**config.mk**
```make
export PLATFORM = sky130hd
export DESIGN_NAME = lru_key_value_cache
export DESIGN_NICKNAME = d
export VERILOG_FILES = /design/src/sv/lrukv_pkg.sv /design/src/sv/lru_key_value_cache.sv /design/src/sv/lrukv_ram.sv /design/src/sv/lrukv_ctrl.sv /design/src/sv/lrukv_dpath.sv
export SDC_FILE = /design/constraint.sdc
export NUM_CORES = 1
export LEC_CHECK = 0
export ABC_AREA = 1
export CORE_MARGIN = 10
export CORE_UTILIZATION = 30
export DETAILED_ROUTE_END_ITERATION = 6
export DONT_BUFFER_PORTS = 1
export PLACE_DENSITY_LB_ADDON = 0.08
export SLEW_MARGIN = 0
export SYNTH_ARGS = -nofsm -noshare
export SYNTH_HDL_FRONTEND = slang
export SYNTH_SLANG_ARGS = --single-unit
```
**constraint.sdc**
```tcl
create_clock -name clk -period 10 [get_ports clk]
set_input_delay 1 -clock clk [delete_from_list [all_inputs] [get_ports clk]]
set_output_delay 1 -clock clk [all_outputs]
set_load 0.02 [all_outputs]
```
**src/sv/lrukv_pkg.sv**
```systemverilog
// Shared types and constants for the LRU key-value cache.
// Holds the action codes, the register index, field widths and the
// controller/datapath command and status structs. No dependencies.
package lrukv_pkg;

    // Field widths
    localparam int KEY_W = 32;
    localparam int VAL_W = 31;
    localparam int KV_W  = KEY_W + VAL_W;

    // Request actions
    localparam logic ACT_GET = 1'b0;
    localparam logic ACT_PUT = 1'b1;

    // Register index (word address bit 2)
    localparam logic REG_CAPACITY = 1'b0;

    // Width of the capacity field as written on the bus
    localparam int CAP_FIELD_W = 5;

    // Commands from the controller to the datapath
    typedef struct packed {
        logic load;     // capture a new request, start the lookup pass
        logic scan;     // lookup pass: read key, value and rank of each entry
        logic restart;  // rewind the entry counter for the rank pass
        logic update;   // rank pass: read, age and write back each rank
        logic finish;   // commit the entry and load the result register
    } ctrl_cmd_t;

    // Status from the datapath to the controller
    typedef struct packed {
        logic pass_done;   // every entry visited and the read pipe drained
        logic need_update; // the ranks change for this request
        logic out_free;    // result register can take a new result
    } dp_status_t;

endpackage

```
**src/sv/lru_key_value_cache.sv**
```systemverilog
// LRU key-value cache. Each request runs a lookup pass over the entry RAMs, then,
// for hits and puts, a rank pass through the rank RAM, then the commit; a get miss
// skips the rank pass, and a held result delays the commit. One request at a time:
// a new one is taken only once the previous one has committed.
// Reset clears valid bits, use count and capacity (to ENTRIES) at once.
module lru_key_value_cache #(
    parameter int ENTRIES = 16
) (
    input  logic                               clk,
    input  logic                               rst_n,
    // Configuration port
    input  logic                               psel,
    input  logic                               penable,
    input  logic                               pwrite,
    input  logic [2:0]                         paddr,
    input  logic [31:0]                        pwdata,
    output logic [31:0]                        prdata,
    output logic                               pready,
    // Request channel
    input  logic                               in_valid,
    output logic                               in_ready,
    input  logic                               action,
    input  logic signed [lrukv_pkg::KEY_W-1:0] key,
    input  logic [lrukv_pkg::VAL_W-1:0]        value,
    // Result channel
    output logic                               out_valid,
    input  logic                               out_ready,
    output logic                               found,
    output logic [lrukv_pkg::VAL_W-1:0]        read_value,
    output logic                               evicted,
    output logic signed [lrukv_pkg::KEY_W-1:0] evicted_key
);

    localparam int CNT_W = $clog2(ENTRIES + 1);
    localparam int CAP_W = lrukv_pkg::CAP_FIELD_W;

    lrukv_pkg::ctrl_cmd_t  cmd;
    lrukv_pkg::dp_status_t status;

    logic [CNT_W-1:0] capacity_reg, capacity_next;
    logic [CAP_W-1:0] cap_wr;
    logic             cfg_write;
    logic [31:0]      cap_sat;
    logic [lrukv_pkg::KEY_W-1:0] evicted_key_raw;

    assign pready    = 1'b1;
    assign cfg_write = psel && penable && pwrite && pready;
    assign cap_wr    = pwdata[CAP_W-1:0];

    // Clamp the written capacity to 1 .. ENTRIES
    always_comb
    begin
        priority if (32'(cap_wr) > 32'(ENTRIES))
        begin
            cap_sat = 32'(ENTRIES);
        end
        else if (cap_wr == '0)
        begin
            cap_sat = 32'd1;
        end
        else
        begin
            cap_sat = 32'(cap_wr);
        end
    end

    always_comb
    begin
        capacity_next = capacity_reg;
        if (cfg_write && (paddr[2] == lrukv_pkg::REG_CAPACITY))
        begin
            capacity_next = cap_sat[CNT_W-1:0];
        end
    end

    // Capacity register
    always_ff @(posedge clk or negedge rst_n)
    begin
        if (!rst_n)
        begin
            capacity_reg <= CNT_W'(ENTRIES);
        end
        else
        begin
            capacity_reg <= capacity_next;
        end
    end

    // Register read-back
    assign prdata = (paddr[2] == lrukv_pkg::REG_CAPACITY) ? 32'(capacity_reg) : 32'd0;

    lrukv_ctrl u_ctrl (
        .clk      (clk),
        .rst_n    (rst_n),
        .in_valid (in_valid),
        .in_ready (in_ready),
        .status   (status),
        .cmd      (cmd)
    );

    lrukv_dpath #(.ENTRIES(ENTRIES)) u_dpath (
        .clk         (clk),
        .rst_n       (rst_n),
        .cmd         (cmd),
        .status      (status),
        .capacity    (capacity_reg),
        .action      (action),
        .key         (key),
        .value       (value),
        .out_valid   (out_valid),
        .out_ready   (out_ready),
        .found       (found),
        .read_value  (read_value),
        .evicted     (evicted),
        .evicted_key (evicted_key_raw)
    );

    assign evicted_key = evicted_key_raw;

endmodule

```
**src/sv/lrukv_ram.sv**
```systemverilog
// Generic single-write, single-read RAM with a registered read port.
// Used for the entry contents and the recency ranks. No dependencies.
module lrukv_ram #(
    parameter int WIDTH = 8,
    parameter int DEPTH = 16
) (
    input  logic                                      clk,
    input  logic                                      we,
    input  logic [$clog2(DEPTH > 1 ? DEPTH : 2)-1:0]  waddr,
    input  logic [WIDTH-1:0]                          wdata,
    input  logic [$clog2(DEPTH > 1 ? DEPTH : 2)-1:0]  raddr,
    output logic [WIDTH-1:0]                          rdata
);

    localparam int AW = $clog2(DEPTH > 1 ? DEPTH : 2);

    logic [WIDTH-1:0] mem [DEPTH];
    logic [WIDTH-1:0] rdata_reg;

    // Write and registered read
    always_ff @(posedge clk)
    begin
        if (we)
        begin
            mem[waddr] <= wdata;
        end
        rdata_reg <= mem[raddr];
    end

    assign rdata = rdata_reg;

endmodule

```
**src/sv/lrukv_ctrl.sv**
```systemverilog
// Controller of the LRU key-value cache: sequences lookup pass, rank pass
// and result hand-off. Depends on lrukv_pkg for the command/status structs.
module lrukv_ctrl (
    input  logic                  clk,
    input  logic                  rst_n,
    input  logic                  in_valid,
    output logic                  in_ready,
    input  lrukv_pkg::dp_status_t status,
    output lrukv_pkg::ctrl_cmd_t  cmd
);

    typedef enum logic [3:0] {
        ST_IDLE   = 4'b0001,
        ST_SCAN   = 4'b0010,
        ST_UPDATE = 4'b0100,
        ST_FINISH = 4'b1000
    } state_t;

    state_t state_reg;
    state_t state_next;

    // State register
    always_ff @(posedge clk or negedge rst_n)
    begin
        if (!rst_n)
        begin
            state_reg <= ST_IDLE;
        end
        else
        begin
            state_reg <= state_next;
        end
    end

    assign in_ready = (state_reg == ST_IDLE);

    // Next state and commands
    always_comb
    begin
        state_next = state_reg;
        cmd        = '0;
        unique case (state_reg)
            ST_IDLE:
            begin
                if (in_valid)
                begin
                    cmd.load   = 1'b1;
                    state_next = ST_SCAN;
                end
            end
            ST_SCAN:
            begin
                cmd.scan = 1'b1;
                if (status.pass_done)
                begin
                    if (status.need_update)
                    begin
                        cmd.restart = 1'b1;
                        state_next  = ST_UPDATE;
                    end
                    else
                    begin
                        state_next = ST_FINISH;
                    end
                end
            end
            ST_UPDATE:
            begin
                cmd.update = 1'b1;
                if (status.pass_done)
                begin
                    state_next = ST_FINISH;
                end
            end
            ST_FINISH:
            begin
                if (status.out_free)
                begin
                    cmd.finish = 1'b1;
                    state_next = ST_IDLE;
                end
            end
            default:
            begin
                state_next = ST_IDLE;
            end
        endcase
    end

endmodule

```
**src/sv/lrukv_dpath.sv**
```systemverilog
// Datapath of the LRU key-value cache: entry RAMs, valid bits, scan
// trackers, rank aging and the result register. Depends on lrukv_pkg
// and lrukv_ram.
module lrukv_dpath #(
    parameter int ENTRIES = 16
) (
    input  logic                          clk,
    input  logic                          rst_n,
    input  lrukv_pkg::ctrl_cmd_t          cmd,
    output lrukv_pkg::dp_status_t         status,
    input  logic [$clog2(ENTRIES + 1)-1:0] capacity,
    input  logic                          action,
    input  logic [lrukv_pkg::KEY_W-1:0]   key,
    input  logic [lrukv_pkg::VAL_W-1:0]   value,
    output logic                          out_valid,
    input  logic                          out_ready,
    output logic                          found,
    output logic [lrukv_pkg::VAL_W-1:0]   read_value,
    output logic                          evicted,
    output logic [lrukv_pkg::KEY_W-1:0]   evicted_key
);

    localparam int CNT_W = $clog2(ENTRIES + 1);
    localparam int IDX_W = (ENTRIES > 1) ? $clog2(ENTRIES) : 1;
    localparam int RANK_W = IDX_W;
    localparam logic [CNT_W-1:0] ENTRIES_C = CNT_W'(ENTRIES);
    localparam int KEY_W = lrukv_pkg::KEY_W;
    localparam int VAL_W = lrukv_pkg::VAL_W;
    localparam int KV_W  = lrukv_pkg::KV_W;

    // Request
    logic             put_reg;
    logic [KEY_W-1:0] key_reg;
    logic [VAL_W-1:0] value_reg;

    // Entry walk
    logic [CNT_W-1:0] cnt_reg, cnt_next;
    logic             rd_vld_reg, rd_vld_next;
    logic [IDX_W-1:0] rd_idx_reg, rd_idx_next;

    // Lookup trackers
    logic              hit_reg, hit_next;
    logic [IDX_W-1:0]  hit_idx_reg, hit_idx_next;
    logic [RANK_W-1:0] hit_rank_reg, hit_rank_next;
    logic [VAL_W-1:0]  hit_value_reg, hit_value_next;
    logic              free_reg, free_next;
    logic [IDX_W-1:0]  free_idx_reg, free_idx_next;
    logic              lru_reg, lru_next;
    logic [IDX_W-1:0]  lru_idx_reg, lru_idx_next;
    logic [RANK_W-1:0] lru_rank_reg, lru_rank_next;
    logic [KEY_W-1:0]  lru_key_reg, lru_key_next;

    // Table state
    logic [ENTRIES-1:0] valid_reg, valid_next;
    logic [CNT_W-1:0]   used_reg, used_next;

    // Result register
    logic             out_valid_reg, out_valid_next;
    logic             found_reg, found_next;
    logic [VAL_W-1:0] read_value_reg, read_value_next;
    logic             evicted_reg, evicted_next;
    logic [KEY_W-1:0] evicted_key_reg, evicted_key_next;

    // RAM ports
    logic              kv_we;
    logic [IDX_W-1:0]  kv_waddr;
    logic [KV_W-1:0]   kv_wdata;
    logic [KV_W-1:0]   kv_rdata;
    logic              rank_we;
    logic [RANK_W-1:0] rank_wdata;
    logic [RANK_W-1:0] rank_rdata;
    logic [IDX_W-1:0]  raddr;

    // Decision
    logic              take_free;
    logic              do_evict;
    logic [IDX_W-1:0]  tgt_idx;
    logic              cur_valid;
    logic [KEY_W-1:0]  cur_key;
    logic [VAL_W-1:0]  cur_value;
    logic              walk_more;

    lrukv_ram #(.WIDTH(KV_W), .DEPTH(ENTRIES)) u_kv_ram (
        .clk   (clk),
        .we    (kv_we),
        .waddr (kv_waddr),
        .wdata (kv_wdata),
        .raddr (raddr),
        .rdata (kv_rdata)
    );

    lrukv_ram #(.WIDTH(RANK_W), .DEPTH(ENTRIES)) u_rank_ram (
        .clk   (clk),
        .we    (rank_we),
        .waddr (rd_idx_reg),
        .wdata (rank_wdata),
        .raddr (raddr),
        .rdata (rank_rdata)
    );

    assign raddr     = cnt_reg[IDX_W-1:0];
    assign walk_more = (cnt_reg < ENTRIES_C);
    assign cur_valid = valid_reg[rd_idx_reg];
    assign cur_key   = kv_rdata[KV_W-1:VAL_W];
    assign cur_value = kv_rdata[VAL_W-1:0];

    // Pick the slot a put writes: hit slot, free slot, or the LRU victim
    assign take_free = free_reg && (used_reg < capacity);
    assign do_evict  = put_reg && !hit_reg && !take_free;
    always_comb
    begin
        priority if (hit_reg)
        begin
            tgt_idx = hit_idx_reg;
        end
        else if (take_free)
        begin
            tgt_idx = free_idx_reg;
        end
        else
        begin
            tgt_idx = lru_idx_reg;
        end
    end

    // Age ranks: target to most recent, valid others older (on a hit only those more recent than it)
    always_comb
    begin
        if (rd_idx_reg == tgt_idx)
        begin
            rank_wdata = '0;
        end
        else if (cur_valid && (!hit_reg || (rank_rdata < hit_rank_reg)))
        begin
            rank_wdata = rank_rdata + RANK_W'(1);
        end
        else
        begin
            rank_wdata = rank_rdata;
        end
    end
    assign rank_we = cmd.update && rd_vld_reg;

    // Commit the put into the content RAM
    assign kv_we    = cmd.finish && put_reg;
    assign kv_waddr = tgt_idx;
    assign kv_wdata = {key_reg, value_reg};

    assign status.pass_done   = !walk_more && !rd_vld_reg;
    assign status.need_update = hit_reg || put_reg;
    assign status.out_free    = !out_valid_reg || out_ready;

    // Next-state logic for walk, trackers, table state and result
    always_comb
    begin
        cnt_next         = cnt_reg;
        rd_vld_next      = 1'b0;
        rd_idx_next      = rd_idx_reg;
        hit_next         = hit_reg;
        hit_idx_next     = hit_idx_reg;
        hit_rank_next    = hit_rank_reg;
        hit_value_next   = hit_value_reg;
        free_next        = free_reg;
        free_idx_next    = free_idx_reg;
        lru_next         = lru_reg;
        lru_idx_next     = lru_idx_reg;
        lru_rank_next    = lru_rank_reg;
        lru_key_next     = lru_key_reg;
        valid_next       = valid_reg;
        used_next        = used_reg;
        out_valid_next   = out_valid_reg && !out_ready;
        found_next       = found_reg;
        read_value_next  = read_value_reg;
        evicted_next     = evicted_reg;
        evicted_key_next = evicted_key_reg;

        // Start a request, or rewind for the rank pass
        if (cmd.load || cmd.restart)
        begin
            cnt_next = '0;
        end
        if (cmd.load)
        begin
            hit_next  = 1'b0;
            free_next = 1'b0;
            lru_next  = 1'b0;
        end

        // Advance the walk over the entries
        if ((cmd.scan || cmd.update) && !cmd.restart && walk_more)
        begin
            cnt_next    = cnt_reg + CNT_W'(1);
            rd_vld_next = 1'b1;
            rd_idx_next = cnt_reg[IDX_W-1:0];
        end

        // Track match, first free slot and least recent entry
        if (cmd.scan && rd_vld_reg)
        begin
            if (cur_valid && (cur_key == key_reg))
            begin
                hit_next       = 1'b1;
                hit_idx_next   = rd_idx_reg;
                hit_rank_next  = rank_rdata;
                hit_value_next = cur_value;
            end
            if (!cur_valid && !free_reg)
            begin
                free_next     = 1'b1;
                free_idx_next = rd_idx_reg;
            end
            if (cur_valid && (!lru_reg || (rank_rdata > lru_rank_reg)))
            begin
                lru_next      = 1'b1;
                lru_idx_next  = rd_idx_reg;
                lru_rank_next = rank_rdata;
                lru_key_next  = cur_key;
            end
        end

        // Commit the entry and load the result
        if (cmd.finish)
        begin
            if (put_reg)
            begin
                valid_next[tgt_idx] = 1'b1;
                if (!hit_reg && take_free)
                begin
                    used_next = used_reg + CNT_W'(1);
                end
            end
            out_valid_next   = 1'b1;
            found_next       = hit_reg;
            read_value_next  = (hit_reg && !put_reg) ? hit_value_reg : '0;
            evicted_next     = do_evict;
            evicted_key_next = do_evict ? lru_key_reg : '0;
        end
    end

    // Control registers
    always_ff @(posedge clk or negedge rst_n)
    begin
        if (!rst_n)
        begin
            cnt_reg       <= '0;
            rd_vld_reg    <= 1'b0;
            hit_reg       <= 1'b0;
            free_reg      <= 1'b0;
            lru_reg       <= 1'b0;
            valid_reg     <= '0;
            used_reg      <= '0;
            out_valid_reg <= 1'b0;
        end
        else
        begin
            cnt_reg       <= cnt_next;
            rd_vld_reg    <= rd_vld_next;
            hit_reg       <= hit_next;
            free_reg      <= free_next;
            lru_reg       <= lru_next;
            valid_reg     <= valid_next;
            used_reg      <= used_next;
            out_valid_reg <= out_valid_next;
        end
    end

    // Payload registers
    always_ff @(posedge clk)
    begin
        if (cmd.load)
        begin
            put_reg   <= (action == lrukv_pkg::ACT_PUT);
            key_reg   <= key;
            value_reg <= value;
        end
        rd_idx_reg      <= rd_idx_next;
        hit_idx_reg     <= hit_idx_next;
        hit_rank_reg    <= hit_rank_next;
        hit_value_reg   <= hit_value_next;
        free_idx_reg    <= free_idx_next;
        lru_idx_reg     <= lru_idx_next;
        lru_rank_reg    <= lru_rank_next;
        lru_key_reg     <= lru_key_next;
        found_reg       <= found_next;
        read_value_reg  <= read_value_next;
        evicted_reg     <= evicted_next;
        evicted_key_reg <= evicted_key_next;
    end

    assign out_valid   = out_valid_reg;
    assign found       = found_reg;
    assign read_value  = read_value_reg;
    assign evicted     = evicted_reg;
    assign evicted_key = evicted_key_reg;

endmodule
```
==> run metrics <==
status complete, no violations; Hold Path Class in -> reg; first-pass GRT wire length between 200,000 and 250,000 um; most frequent cells in the layout edfxtp_1, nand2_1, nor2_1; DP Wirelength 78,400 um; input/output buffers 0; Fin. Hold Viols 0; Worst Setup Start Kind flop; peak supply drop 131 uV; GRT Overall Usage 15.9%; TNS Setup 0 ns; leakage power between 20 and 25 nW; max-cap viol count 0; RR Startpoint capacity_reg[4]$_DFFE_PN1P_; number of DRC markers in iteration 0 2,254; antenna-violating nets left 0; CP max FO 29; register area share after synthesis 77.8%; fin. max-slew vios 0; number of synthesized register bits 1,395; Worst Path Required ~10 ns; Synth Cell Area 52,700 um2; clk buf depth 3; non-filler instance count after layout ~6,300; TritonCTS clock tree built; die span in y 439 um; synth warn 0; DRC Markers 0; normalized max-slew margin 15.2%; hold worst-path end u_dpath.value_reg[7]$_DFFE_PP_; terminus of the critical flop-to-flop path u_dpath.u_kv_ram.mem[13][40]$_DFFE_PP_; Largest register FFs 1,008; critical path type reg -> reg; initial antenna violation count 10; die footprint slightly below 200,000 um2; Final period util between 40% and 50%; first-pass iteration count of the detailed router 5; Via Count 30,100; die width between 400 and 500 um; num rows 153; HP Start value[7]; syn avg cell area 13.9 um2; fin crit period 4.49 ns; commonest non-fill, non-tap cell in the layout edfxtp_1; largest net degree at the start of global routing 182; Synth cell types 46; ys async rst share 2.87%; cell family with most CP delay simple AND/OR/NAND/NOR gates; Final Skew approximately 0.025 ns; CTS root buf clkbuf_16; IO Pins 206; CP most frequent cell nand2_1; CTS buffer count 162; most common flop cell mapped by yosys edfxtp_1; Worst-Margin Slew 1.27 ns; Mapped Cells 3,784; clock latency on the worst-skew pair 0.79 ns; placed cells between 5,000 and 6,000; area delta synth->final 14.3%; Slowest Stage Delay on Critical Path 0.86 ns; Clock transition at path regs 0.06 ns; number of global-route vias before repair ~30,000; DR WL/cell 25.1 um; Post-synth EDFFs 1,288; core box area 174,000 um2; WP data arrival 4.91 ns; antenna cells 0; H-tree levels 4; R2R depth 13; routability cong. 0.706; RSZ-0062 raised after global routing false; routed vias/inst 4.81; critical path's slowest cell nor2_4; TritonCTS sink count about 1,400; Critical path origin capacity_reg[4]$_DFFE_PN1P_; R2R setup slack 5.51 ns; WHS Path Cells 0; layout cells sized above 1 9.22%; WL final around 160,000 um; Fmax 0.223 GHz; power density cells approximately 250 nW/um2; critical path cell sequence inv_1 -> ha_1 -> nand2_1 -> nor2_1 -> nand2_1 -> nand3_4 -> nand2_1 -> nand3_2 -> nand2_2 -> nand2_1 -> nor2_4 -> buf_4 -> buf_4; # Post-CTS Setup Buffers 0; GRT overflow 0; Crit. End Element flop; Initial Util just over 30%; Setup-failing EPs final 0; WP buf/inv 3; Nets 3,919; FILL cells between 15,000 and 20,000
[worst max path at each step]
| stage | slack (ns) | end | depth (start not counted) |
|---|---|---|---|
| detailed placement | 5.39 | u_dpath.hit_rank_reg[2]$_DFFE_PP_ | 8 |
| global route | 5.22 | u_dpath.u_kv_ram.mem[13][40]$_DFFE_PP_ | 13 |
| floorplan | 1.81 | u_dpath.u_kv_ram.mem[2][0]$_DFFE_PP_ | 6 |
| global placement | 5.33 | u_dpath.u_kv_ram.mem[13][36]$_DFFE_PP_ | 13 |
| CTS | 5.35 | u_dpath.hit_value_reg[4]$_DFFE_PP_ | 8 |
| finish | 5.51 | u_dpath.u_kv_ram.mem[13][40]$_DFFE_PP_ | 13 |
[worst register-to-register path, cell delays in order, from the launching register on]
cell     delay [ns]
dfstp_2        0.51
inv_1          0.07
ha_1           0.31
nand2_1        0.10
nor2_1         0.05
nand2_1        0.16
nand3_4        0.16
nand2_1        0.11
nand3_2        0.10
nand2_2        0.13
nand2_1        0.35
nor2_4         0.86
buf_4          0.68
buf_4          0.50
[synth_stat cells, types with 4 or more instances]
cell / n / area share, %
nand3_1: 139 / 1.3
a221oi_2: 9 / 0.26
xor2_1: 9 / 0.15
inv_2: 7 / 0.050
nand4_1: 66 / 0.78
o21ai_0: 312 / 3.0
or2_2: 9 / 0.11
ha_1: 14 / 0.33
a21oi_1: 162 / 1.5
inv_1: 150 / 1.1
buf_2: 50 / 0.47
nand2_1: 534 / 3.8
o21ai_1: 66 / 0.63
clkbuf_1: 130 / 0.93
buf_6: 10 / 0.21
nor4_1: 4 / 0.047
nand3_2: 4 / 0.076
dfrtp_1: 38 / 1.8
buf_4: 41 / 0.58
o221ai_1: 56 / 0.93
xnor2_1: 22 / 0.37
buf_1: 8 / 0.057
nand2_2: 11 / 0.13
nor2_1: 396 / 2.8
dfxtp_1: 67 / 2.5
or2_1: 5 / 0.059
o22ai_1: 85 / 1.0
edfxtp_1: 1288 / 73
a221oi_1: 69 / 1.1
[metal layers]
| layer | vias up | track usage, % | share of wire, % | routed length, um |
|---|---|---|---|---|
| met4 | 8 | 3.71 | 1.7 | 2740 |
| met3 | 215 | 2.75 | 4.0 | 6260 |
| met2 | 583 | 26.5 | 48 | 75400 |
| met5 | - | 0 | 0.035 | 55 |
| li1 | 13900 | - | - | - |
| met1 | 15400 | 21.6 | 46 | 72400 |
[kinds of logic (layout without fill, tap and decap cells)]
family / Yosys count / count (layout) / share of synthesized area, %
AO/OA/AOI/OAI: 765 / 765 / 8.57
flip-flops: 1395 / 1395 / 77.8
other: 2 / 28 / 0.0142
buffers and inverters: 398 / 523 / 3.41
multiplexers: 2 / 2 / 0.0404
adder cells (fa/ha/maj): 14 / 14 / 0.332
XOR/XNOR: 31 / 31 / 0.515
AND/OR/NAND/NOR: 1177 / 1177 / 9.29
[metrics by stage]
stage               worst slack (ns)  util (%)  power [mW]  hold WS, ns  cell area [um2]
global placement                5.33      31.7        9.87        0.387            55200
floorplan                       1.81         -        8.87        0.386            52800
global route                    5.22      34.6        16.0        0.238            60200
CTS                             5.35      34.6        15.5        0.213            60200
finish                          5.51      34.6        15.3        0.299            60200
detailed placement              5.39      31.7        9.86        0.390            55200
[where the power goes]
| part | internal [mW] | switching, mW |
|---|---|---|
| clock | 3.19 | 2.40 |
| combinational | 0.630 | 1.72 |
| sequential | 6.93 | 0.396 |
| total | 10.8 | 4.52 |
[timing repair]
item	CTS	global route
hold buffers	2	0
gates resized for setup	0	0
hold endpoints to repair	40	0
[cell type report]
| cell class | instances | area, um2 | area share, % |
|---|---|---|---|
| clock buffer | 233 | 4510 | 7.49 |
| clock inverter | 67 | 453 | 0.752 |
| sequential | 1395 | 41000 | 68.1 |
| inverter | 158 | 614 | 1.02 |
| timing repair buffer | 65 | 561 | 0.931 |
| multi-input combinational | 2017 | 10200 | 16.9 |
| tap | 2325 | 2910 | 4.83 |
Note: power is estimated with default switching activity, not from simulation.
